===== src/rtl/core/uvs_div_pipe.sv =====
// ----------------------------------------------------------------------------
// Pipelined restoring divider
// Unsigned quotient, up to four quotient bits resolved per register stage.
// ----------------------------------------------------------------------------
module uvs_div_pipe #(
  parameter int unsigned NUM_W = 26,
  parameter int unsigned DEN_W = 9,
  parameter int unsigned Q_W   = 17
) (
  input  logic             clk_i,
  input  logic             en_i,
  input  logic [NUM_W-1:0] num_i,
  input  logic [DEN_W-1:0] den_i,
  output logic [Q_W-1:0]   quo_o
);

  localparam int unsigned STEP = 4;
  localparam int unsigned NSTG = (Q_W + STEP - 1) / STEP;
  localparam int unsigned R_W  = DEN_W + 1;

  logic [R_W-1:0]   rem_q [NSTG];
  logic [Q_W-1:0]   lo_q  [NSTG];
  logic [Q_W-1:0]   quo_q [NSTG];
  logic [DEN_W-1:0] den_q [NSTG];

  for (genvar s = 0; s < NSTG; s++) begin : g_stg
    logic [R_W-1:0]   r_in;
    logic [Q_W-1:0]   lo_in;
    logic [Q_W-1:0]   q_in;
    logic [DEN_W-1:0] d_in;
    logic [R_W-1:0]   r_d;
    logic [Q_W-1:0]   lo_d;
    logic [Q_W-1:0]   q_d;

    if (s == 0) begin : g_head
      assign r_in  = R_W'(num_i >> Q_W);
      assign lo_in = num_i[Q_W-1:0];
      assign q_in  = '0;
      assign d_in  = den_i;
    end else begin : g_body
      assign r_in  = rem_q[s-1];
      assign lo_in = lo_q[s-1];
      assign q_in  = quo_q[s-1];
      assign d_in  = den_q[s-1];
    end

    // shift in one dividend bit, subtract when it fits
    always_comb begin
      r_d  = r_in;
      lo_d = lo_in;
      q_d  = q_in;
      for (int j = 0; j < STEP; j++) begin
        if (s * STEP + j < Q_W) begin
          r_d  = {r_d[R_W-2:0], lo_d[Q_W-1]};
          lo_d = lo_d << 1;
          if (r_d >= R_W'(d_in)) begin
            r_d = r_d - R_W'(d_in);
            q_d = {q_d[Q_W-2:0], 1'b1};
          end else begin
            q_d = {q_d[Q_W-2:0], 1'b0};
          end
        end
      end
    end

    always_ff @(posedge clk_i) begin
      if (en_i) begin
        rem_q[s] <= r_d;
        lo_q[s]  <= lo_d;
        quo_q[s] <= q_d;
        den_q[s] <= d_in;
      end
    end
  end

  assign quo_o = quo_q[NSTG-1];

endmodule


===== config.mk =====
export PLATFORM = sky130hd
export DESIGN_NAME = uvs_div_pipe
export DESIGN_NICKNAME = d
export VERILOG_FILES = /design/src/rtl/core/uvs_div_pipe.sv
export SDC_FILE = /design/constraint.sdc
export NUM_CORES = 1
export LEC_CHECK = 0
export BUFFER_PORTS_ARGS = -buffer_cell sky130_fd_sc_hd__buf_4
export CAP_MARGIN = 30
export CORE_MARGIN = 2
export CORE_UTILIZATION = 64
export DETAILED_ROUTE_END_ITERATION = 7
export PLACE_DENSITY = 0.82
export SETUP_SLACK_MARGIN = 0.4
export SLEW_MARGIN = 0
export SYNTH_ARGS = -nofsm -noshare
export SYNTH_HDL_FRONTEND = slang
export SYNTH_SLANG_ARGS = --single-unit

===== constraint.sdc =====
create_clock -name clk_i -period 13.5 [get_ports clk_i]
set_input_delay 4.05 -clock clk_i [delete_from_list [all_inputs] [get_ports clk_i]]
set_output_delay 4.05 -clock clk_i [all_outputs]
set_load 0.02 [all_outputs]

-- Word level (Yosys, flattened, before mapping)
Memories as Yosys holds them, arrays and structs flattened.
Cells that the tools add are included.
- order comparisons: 17
- add/sub/neg operators: 17
- mux-type cells: 36
- operator list (cell ; number):
    greater-or-equal comparator 10 x 9 -> 1 bit ; 17
    2-to-1 mux 9 bit ; 12
    subtractor 9 bit ; 12
    2-to-1 mux 10 bit ; 5
    subtractor 10 x 9 -> 10 bit ; 5
    2-to-1 mux 1 bit ; 19
- RAM bits: 260
- input bits: 37
- bits in registers: 0
- output and inout bits: 17
- logic and storage cells: 74
- memories: 4
- memory list (memory ; depth ; width ; rd ports ; clocked after memory_dff ; wr ports ; RTL line ; RTL):
    quo_q ; 5 ; 17 ; 5 ; 0 ; 5 ; 23 ; logic [Q_W-1:0] quo_q [NSTG];
    lo_q ; 5 ; 16 ; 4 ; 0 ; 5 ; 22 ; logic [Q_W-1:0] lo_q [NSTG];
    rem_q ; 5 ; 10 ; 4 ; 0 ; 5 ; 21 ; logic [R_W-1:0] rem_q [NSTG];
    den_q ; 5 ; 9 ; 4 ; 0 ; 5 ; 24 ; logic [DEN_W-1:0] den_q [NSTG];

-- Longest topological paths before layout
Gate-level depths: netlist (run 1).
An unclocked memory read counts as a cell.
- depth after elaboration: 9
- mapped depth: 40
- gate-level depth less buffers: 36

-- Least setup slack after synthesis (run 1)
Ideal clock, no wire load.
- kind: input -> register
- start point: input port num_i[16]
- end point: memory rem_q[0][1] in the netlist's numbering, data pin
- required time: 13.240 ns
- setup slack: 1.870 ns
- arrival: 11.370 ns
- stages on the path: 35
- cell sequence: inv_1 ha_1 inv_1 fa_1 a211oi_1 o211ai_1 a31o_2 clkbuf_1 nand2_1 o21ai_0 fa_1 nand2b_1 a211oi_1 o31ai_1 o311ai_2 clkbuf_1 mux2i_1 ha_1 nor2b_1 o31a_1 o31a_1 o31a_1 a2111oi_0 o21ai_1 buf_2 mux2i_1 fa_1 a21o_1 a21oi_1 o21ai_0 a21oi_1 o21ai_0 a211oi_1 mux2i_4 mux2_2
- RTL lines (item ; RTL line ; RTL):
    start, declared ; 12 ; input logic [NUM_W-1:0] num_i,
    end, declared ; 21 ;

==> results.yml, run 1 <==
place:
  hpwl_um: 20980
  portBuffers: 53
  gp_congestion: 0.9528
sta:
  setup_tns_ns: 0
  period_share_pct: 90.71
  fmax_mhz: 81.66
  slew_violations: 0
  setup_viol: 0
  rsz0062_at_grt: "false"
  tightest_slew_ns: 0.9906
  maxSlewHeadroom_pct: 33.52
  hold_viol: 0
  finalCriticalPeriod_ns: 12.25
  fin_worst_skew_ns: 0.009803
die:
  die_w_um: 144.1
  die_h_um: 144.1
  num_io_pins: 54
  die_area_mm2: 0.02075
  rows: 51
  initial_core_util_pct: 64.93
  coreArea_mm2: 0.01933
yosys:
  synth_area_mm2: 0.01255
  yosys.area_share.simple_pct: 9.389
  synthCells: 1187
  ys_seq_area_share_pct: 37.56
  syn-num-nets: 1393
  synthMuxAreaShare_pct: 9.190
  synth_ff_type: "edfxtp_1"
  synth-compound-area-share_pct: 16.10
  synth-edff-count: 157
  yosysUniqueCellTypes: 66
  synth_top_family_by_area: "adder cells"
  yosysWarnings: 0
  synth_xor_area_share_pct: 6.279
  ys_ff_latch: 157
  synth_fa_ha_area_share_pct: 17.80
  ys_async_sr_fraction_pct: 0
  avgSynthCellArea_um2: 10.58
routing:
  drc: 0
  dr.pass1.iters: 7
  vias: 9281
  wl_per_cell_um: 17.81
  viasPerCell: 6.070
  ant_nets: 0
  drtIter0Drc: 507
  drt-total-wl_um: 27220
global_routing:
  antenna_found_initial: 0
  grt_usage_pct: 27.41
  met2_usage_pct: 48.12
  grt-ovfl-total: 0
  top_usage_layer: "met2"
  gr-usage-met3_pct: 4.040
  grt_pass1_wl_um: 44100
  grt_pass1_vias: 9114
  gr-usage-met1_pct: 33.97
  grt_max_degree: 89
clock_tree:
  numCtsBuffers: 17
  ctsHoldBuffers: 0
  cts_root_buf: "clkbuf_16"
  post_cts_resized: 0
  cts_max_level: 4
  clk_path_buf_depth: 2
  clk_latency_ns: 0.43
  post_cts_buffers: 0
  cts_tree: "done"
  clock-sinks: 157
  clk_pin_slew_ns: 0.06
critical_path:
  cp.required_ns: 13.68
  cpPeakStageDelay_ns: 0.49
  critical_path.endpoint_type: "flop"
  crit_arrival_ns: 12.42
  slowest_stage: "fa_1"
  worstSetupPathType: "in -> reg"
  path_max_fanout: 14
  cp-start-kind: "input pin"
finish:
  final_cell_mix: "157 x edfxtp_1, 153 x ha_1, 109 x inv_1"
  fillers: 1430
  area_delta_synth_final_pct: 10.69
  layout-drive-gt1-share_pct: 14.56
  layout_commonest_cell: "edfxtp_1"
  fin_nets: 1458
  utilization_pct: 71.87
  num_antenna_cells: 0
status:
  status: "completed"
job:
  max_cap_viol_count: 0
hold_path:
  min_path_type: "reg -> reg"
## cell usage after synthesis, drive strengths merged (13+ instances only)
cell	number	area [um2]
a211oi	13	102.6
a21o	37	277.8
a21oi	90	454.2
edfxtp	157	4715
fa	16	320.3
ha	153	1914
inv	110	412.9
mux2	80	927.1
mux2i	21	226.5
nand2	44	165.2
nand4	21	131.4
nor2	88	330.3
nor2b	22	145.1
nor3	22	110.1
o21a	21	157.7
o21ai	52	260.3
o31ai	14	110.1
xnor2	50	437.9
xor2	40	350.3
## cell families after synthesis
logic type      after synthesis
fa+ha+maj                   169
mux                         101
simple gates                245
compound gates              303
flops                       157
xor+xnor                     90
buf+inv                     122
## area by class of cell
type | count | area [um2] | area share [%]
multi-input cells | 908 | 7383 | 53.13
flip-flops and latches | 157 | 4715 | 33.93
repair buffers | 57 | 435.4 | 3.133
clock buffers | 18 | 429.2 | 3.088
inverters | 111 | 417.9 | 3.007
well taps | 265 | 331.6 | 2.386
clock inverters | 13 | 183.9 | 1.324
## registers in the layout, indices dropped and copies added (netlist names)
| name | cells |
|---|---|
| quo_q | 57 |
| den_q | 36 |
| rem_q | 36 |
| lo_q | 28 |
## final timing paths
check	startpoint	end	slack [ns]	cells after the start
hold / removal	quo_q[0][45]$_DFFE_PP_	quo_q[0][66]$_DFFE_PP_	0.42	0
hold reg to reg	quo_q[0][45]$_DFFE_PP_	quo_q[0][66]$_DFFE_PP_	0.42	0
setup reg to reg	den_q[0][0]$_DFFE_PP_	rem_q[0][14]$_DFFE_PP_	2.72	32
setup / recovery	den_i[1]	rem_q[0][4]$_DFFE_PP_	1.25	30
## per-stage QoR
| step | std cells | hold slack [ns] | area (um2) | setup slack (ns) |
|---|---|---|---|---|
| after floorplan | 1187 | 0.4003 | 12550 | 1.870 |
| after global placement | 1496 | 0.4015 | 13260 | 1.149 |
| after detailed placement | 1498 | 0.4045 | 13280 | 0.9547 |
| after CTS | 1529 | 0.4195 | 13900 | 1.353 |
| after global routing | 1529 | 0.4264 | 13900 | 0.5658 |
| final | 1529 | 0.4180 | 13900 | 1.255 |
## critical path: cells and delay by family
family	cells	cell delay, ns
mux	4	1.16
fa+ha+maj	4	1.61
compound gates	18	5.10
simple gates	2	0.18
buf+inv	2	0.30
## layer usage
layer	share of wire (%)	routed length (um)
met5	0	0
met4	3.0	826
met3	3.3	911
met2	49	13470
met1	44	12020
Power of run 1 is left out: the tool's default activity adds up to more than one toggle a clock period on the data nets, which glitch-free logic cannot reach.
==> run 2, diff against run 1 <==
--- a/config.mk
+++ b/config.mk
@@ -11,6 +11,7 @@
 export CORE_UTILIZATION = 64
 export DETAILED_ROUTE_END_ITERATION = 7
 export PLACE_DENSITY = 0.82
+export REMOVE_ABC_BUFFERS = 1
 export SETUP_SLACK_MARGIN = 0.4
 export SLEW_MARGIN = 0
 export SYNTH_ARGS = -nofsm -noshare
==> run 2 against run 1 <==
Against the previous run: fmax barely moved; largest cell class unchanged; critical path depth rose by 4; highest routed layer unchanged; via count is 0.33% lower; critical path type unchanged; flip-flop and latch count is the same; clock skew is 0.0017 ns higher; hold slack got worse by 0.0021 ns; critical endpoint is now rem_q[0][3]$_DFFE_PP_; cell count increased by 0.20%; die area is the same.
==> results.yml, run 2 (synthesized netlist as in run 1, its figures left out) <==
sta:
  fin_worst_skew_ns: 0.01147
  finalCriticalPeriod_ns: 12.25
  slew_violations: 0
  maxSlewHeadroom_pct: 41.43
  hold_viol: 0
  setup_viol: 0
  period_share_pct: 90.71
  fmax_mhz: 81.66
  setup_tns_ns: 0
  setup_ws_ns: 1.255
  tightest_slew_ns: 0.8785
  rsz0062_at_grt: "false"
clock_tree:
  ctsHoldBuffers: 0
  clock-sinks: 157
  clk_latency_ns: 0.44
  post_cts_resized: 0
  clk_pin_slew_ns: 0.07
  numCtsBuffers: 17
  cts_max_level: 4
  post_cts_buffers: 0
  clk_path_buf_depth: 2
  cts_tree: "done"
  cts_root_buf: "clkbuf_16"
routing:
  drtIter0Drc: 647
  dr.pass1.iters: 7
  drc: 0
  drt-total-wl_um: 26620
  viasPerCell: 6.038
  vias: 9250
  wl_per_cell_um: 17.38
  ant_nets: 0
die:
  rows: 51
  initial_core_util_pct: 64.93
  die_h_um: 144.1
  die_area_mm2: 0.02075
  coreArea_mm2: 0.01933
  die_w_um: 144.1
  num_io_pins: 54
critical_path:
  critical_path.endpoint_type: "flop"
  crit_arrival_ns: 12.43
  cp-start-kind: "input pin"
  reg2reg_depth: 32
  cpPeakStageDelay_ns: 0.43
  r2r_slack_ns: 2.74
  cp.required_ns: 13.69
  worstSetupPathType: "in -> reg"
  path_max_fanout: 14
  regToRegStartpoint: "den_q[0][0]$_DFFE_PP_"
  slowest_stage: "fa_1"
  rr_endpoint: "rem_q[0][18]$_DFFE_PP_"
finish:
  final_cell_mix: "157 x edfxtp_1, 153 x ha_1, 109 x inv_1"
  top_register: "quo_q"
  layout-drive-gt1-share_pct: 14.84
  layoutNonFillerInstCount: 1532
  final-seq-area_mm2: 0.004715
  layout_commonest_cell: "edfxtp_1"
  reg_top3: "quo_q (57), den_q (36), rem_q (36)"
  fillers: 1407
  num_antenna_cells: 0
  fin_nets: 1460
  multi_input_area_mm2: 0.007383
  area_delta_synth_final_pct: 10.96
  largest_register_ffs: 57
status:
  status: "completed"
global_routing:
  antenna_found_initial: 0
  grt-ovfl-total: 0
  grt_max_degree: 72
  grt_pass1_wl_um: 43980
  grt_pass1_vias: 9086
  grt_usage_pct: 27.04
hold_path:
  hold_start: "lo_q[0][23]$_DFFE_PP_"
  min_path_type: "reg -> reg"
  worstHoldPathCells: 0
  min_to: "lo_q[0][43]$_DFFE_PP_"
place:
  gp_congestion: 0.9033
  place_ws_ns: 0.8803
  portBuffers: 53
  placedCellCount: 1498
  hpwl_um: 20370
job:
  max_cap_viol_count: 0
run 2: changes by cell type in the layout (fill, tap and decap cells not counted):
cell	delta
clkinv_8	+5
clkinv_4	-3
inv_6	+3
buf_4	+2
bufinv_16	-2
buf_12	+1
buf_6	-1
clkbuf_1	-1
clkinvlp_4	-1
run 2: cell type report:
| cell class | instances | share of cell area (%) |
|---|---|---|
| clock buffer | 17 | 3.054 |
| clock inverter | 15 | 1.419 |
| inverter | 111 | 3.000 |
| multi-input combinational | 908 | 53.00 |
| sequential | 157 | 33.85 |
| tap | 265 | 2.380 |
| timing repair buffer | 59 | 3.297 |
run 2: worst max-delay path: cells and delay by family:
kind            cells  cell delay (ns)
fa+ha+maj           5             1.64
buf+inv             5             0.76
compound gates     18             4.77
simple gates        2             0.17
mux                 4             1.04
run 2: worst max-delay path by stage:
stage | start | end | slack, ns | depth (start not counted)
after floorplan | num_i[16] | rem_q[0][1]$_DFFE_PP_ | 1.94 | 31
after CTS | num_i[16] | rem_q[0][3]$_DFFE_PP_ | 1.29 | 33
after global placement | num_i[16] | rem_q[0][1]$_DFFE_PP_ | 1.21 | 32
after global routing | num_i[16] | rem_q[0][8]$_DFFE_PP_ | 0.55 | 34
final | num_i[16] | rem_q[0][3]$_DFFE_PP_ | 1.25 | 34
after detailed placement | num_i[16] | rem_q[0][3]$_DFFE_PP_ | 0.88 | 33
run 2: metrics by stage:
stage	area (um2)	utilization, %	hold WS [ns]
3_5_place_dp	13290	68.74	0.4045
6_report	13930	72.04	0.4159
4_1_cts	13910	71.97	0.4188
2_1_floorplan	12510	-	0.4003
5_1_grt	13930	72.04	0.4211
3_3_place_gp	13260	68.60	0.4001
run 2: routing by layer:
metal / track usage [%] / part of all wire, % / up-vias / wire (um)
li1: - / - / 4548 / -
met4: 9.133 / 2.3 / 0 / 610
met2: 46.14 / 49 / 239 / 13040
met1: 34.67 / 44 / 4405 / 11660
met3: 5.166 / 4.9 / 58 / 1307
met5: 0 / 0 / - / 0
Power of run 2 is left out for the same reason.
==> run 3, diff against run 2 <==
--- a/config.mk
+++ b/config.mk
@@ -6,14 +6,13 @@
 export NUM_CORES = 1
 export LEC_CHECK = 0
 export BUFFER_PORTS_ARGS = -buffer_cell sky130_fd_sc_hd__buf_4
-export CAP_MARGIN = 30
+export CAP_MARGIN = 20
 export CORE_MARGIN = 2
 export CORE_UTILIZATION = 64
 export DETAILED_ROUTE_END_ITERATION = 7
 export PLACE_DENSITY = 0.82
-export REMOVE_ABC_BUFFERS = 1
 export SETUP_SLACK_MARGIN = 0.4
-export SLEW_MARGIN = 0
+export SLEW_MARGIN = 20
 export SYNTH_ARGS = -nofsm -noshare
 export SYNTH_HDL_FRONTEND = slang
 export SYNTH_SLANG_ARGS = --single-unit
==> run 3 against run 2 <==
Against the previous run: first-iteration DRC count is 9.3% lower; global-route usage is 0.64 points higher; worst setup slack worse by 0.071 ns; clock skew hardly changed; critical path type unchanged.
==> results.yml, run 3 (synthesized netlist as in run 1, its figures left out) <==
routing:
  viasPerCell: 6.092
  drc: 0
  dr.pass1.iters: 5
  vias: 9308
  wl_per_cell_um: 18.02
  drt-total-wl_um: 27530
  ant_nets: 0
  drtIter0Drc: 587
sta:
  finalCriticalPeriod_ns: 12.32
  slew_violations: 0
  rsz0062_at_grt: "false"
  hold_viol: 0
  setup_tns_ns: 0
  fmax_mhz: 81.19
  fin_worst_skew_ns: 0.01176
  maxSlewHeadroom_pct: 31.69
  period_share_pct: 91.23
  setup_viol: 0
  tightest_slew_ns: 1.018
clock_tree:
  cts_root_buf: "clkbuf_16"
  ctsHoldBuffers: 0
  clk_latency_ns: 0.44
  clk_pin_slew_ns: 0.06
  cts_tree: "done"
  cts_max_level: 4
  clk_path_buf_depth: 2
  numCtsBuffers: 17
  clock-sinks: 157
  post_cts_buffers: 0
  post_cts_resized: 0
finish:
  num_antenna_cells: 0
  fin_nets: 1456
  final_cell_mix: "157 x edfxtp_1, 153 x ha_1, 109 x inv_1"
  utilization_pct: 71.58
  layout-drive-gt1-share_pct: 14.41
  reg_top3: "quo_q (57), den_q (36), rem_q (36)"
  top_register: "quo_q"
  layoutNonFillerInstCount: 1528
  largest_register_ffs: 57
  area_delta_synth_final_pct: 10.26
  layout_commonest_cell: "edfxtp_1"
global_routing:
  grt_pass1_vias: 9266
  grt_max_degree: 89
  grt_usage_pct: 27.67
  grt-ovfl-total: 0
  antenna_found_initial: 0
  grt_pass1_wl_um: 44610
job:
  max_cap_viol_count: 0
place:
  placedCellCount: 1496
  gp_congestion: 0.9528
  hpwl_um: 20990
  portBuffers: 53
critical_path:
  crit_arrival_ns: 12.49
  cp.required_ns: 13.68
  slowest_stage: "fa_1"
  worstSetupPathType: "in -> reg"
  critical_path.endpoint_type: "flop"
  r2r_slack_ns: 2.66
  regToRegStartpoint: "den_q[0][0]$_DFFE_PP_"
  reg2reg_depth: 32
  cp-start-kind: "input pin"
  rr_endpoint: "rem_q[0][14]$_DFFE_PP_"
  cpPeakStageDelay_ns: 0.47
  path_max_fanout: 16
hold_path:
  hold_start: "quo_q[0][41]$_DFFE_PP_"
  min_to: "quo_q[0][62]$_DFFE_PP_"
  min_path_type: "reg -> reg"
  worstHoldPathCells: 0
die:
  rows: 51
  die_h_um: 144.1
  die_w_um: 144.1
  coreArea_mm2: 0.01933
  die_area_mm2: 0.02075
  initial_core_util_pct: 64.93
  num_io_pins: 54
status:
  status: "completed"
## run 3: worst max path at each step
stage	startpoint	to	slack, ns	cells past startpoint
floorplan	num_i[16]	rem_q[0][1]$_DFFE_PP_	1.87	35
global placement	num_i[16]	rem_q[0][1]$_DFFE_PP_	1.15	32
detailed placement	den_i[1]	rem_q[0][6]$_DFFE_PP_	0.81	30
CTS	den_i[1]	rem_q[0][2]$_DFFE_PP_	1.19	30
global route	num_i[16]	rem_q[0][2]$_DFFE_PP_	0.51	32
finish	num_i[16]	rem_q[0][4]$_DFFE_PP_	1.18	32
## run 3: final cells by class
type	instances	area, um2
Inverter	111	417.9
Multi-Input combinational cell	908	7403
Sequential cell	157	4715
Tap cell	265	331.6
Fill cell	1457	5494
Timing Repair Buffer	55	416.7
Clock inverter	14	127.6
Clock buffer	18	429.2
## run 3: through the flow
stage	hold WS [ns]	worst slack [ns]	cell area [um2]
detailed placement	0.4045	0.8138	13260
global placement	0.4015	1.149	13260
CTS	0.4188	1.190	13820
floorplan	0.4003	1.870	12550
global route	0.4240	0.5108	13840
finish	0.4177	1.184	13840
## run 3: critical path: cells and delay by family
family	cells	cell delay (ns)
multiplexers	4	1.17
AO/OA/AOI/OAI	18	5.15
adder cells (fa/ha/maj)	5	1.70
buffers and inverters	3	0.22
AND/OR/NAND/NOR	2	0.19
## run 3: per-layer routing
layer | routed length [um] | share of wire (%) | global-route usage, % | vias to the layer above
li1 | - | - | - | 4552
met1 | 11930 | 43 | 33.57 | 4440
met2 | 13620 | 49 | 48.75 | 241
met3 | 1083 | 3.9 | 5.066 | 75
met4 | 893 | 3.2 | 11.15 | 0
met5 | 0 | 0 | 0 | -
Power of run 3 is left out for the same reason.
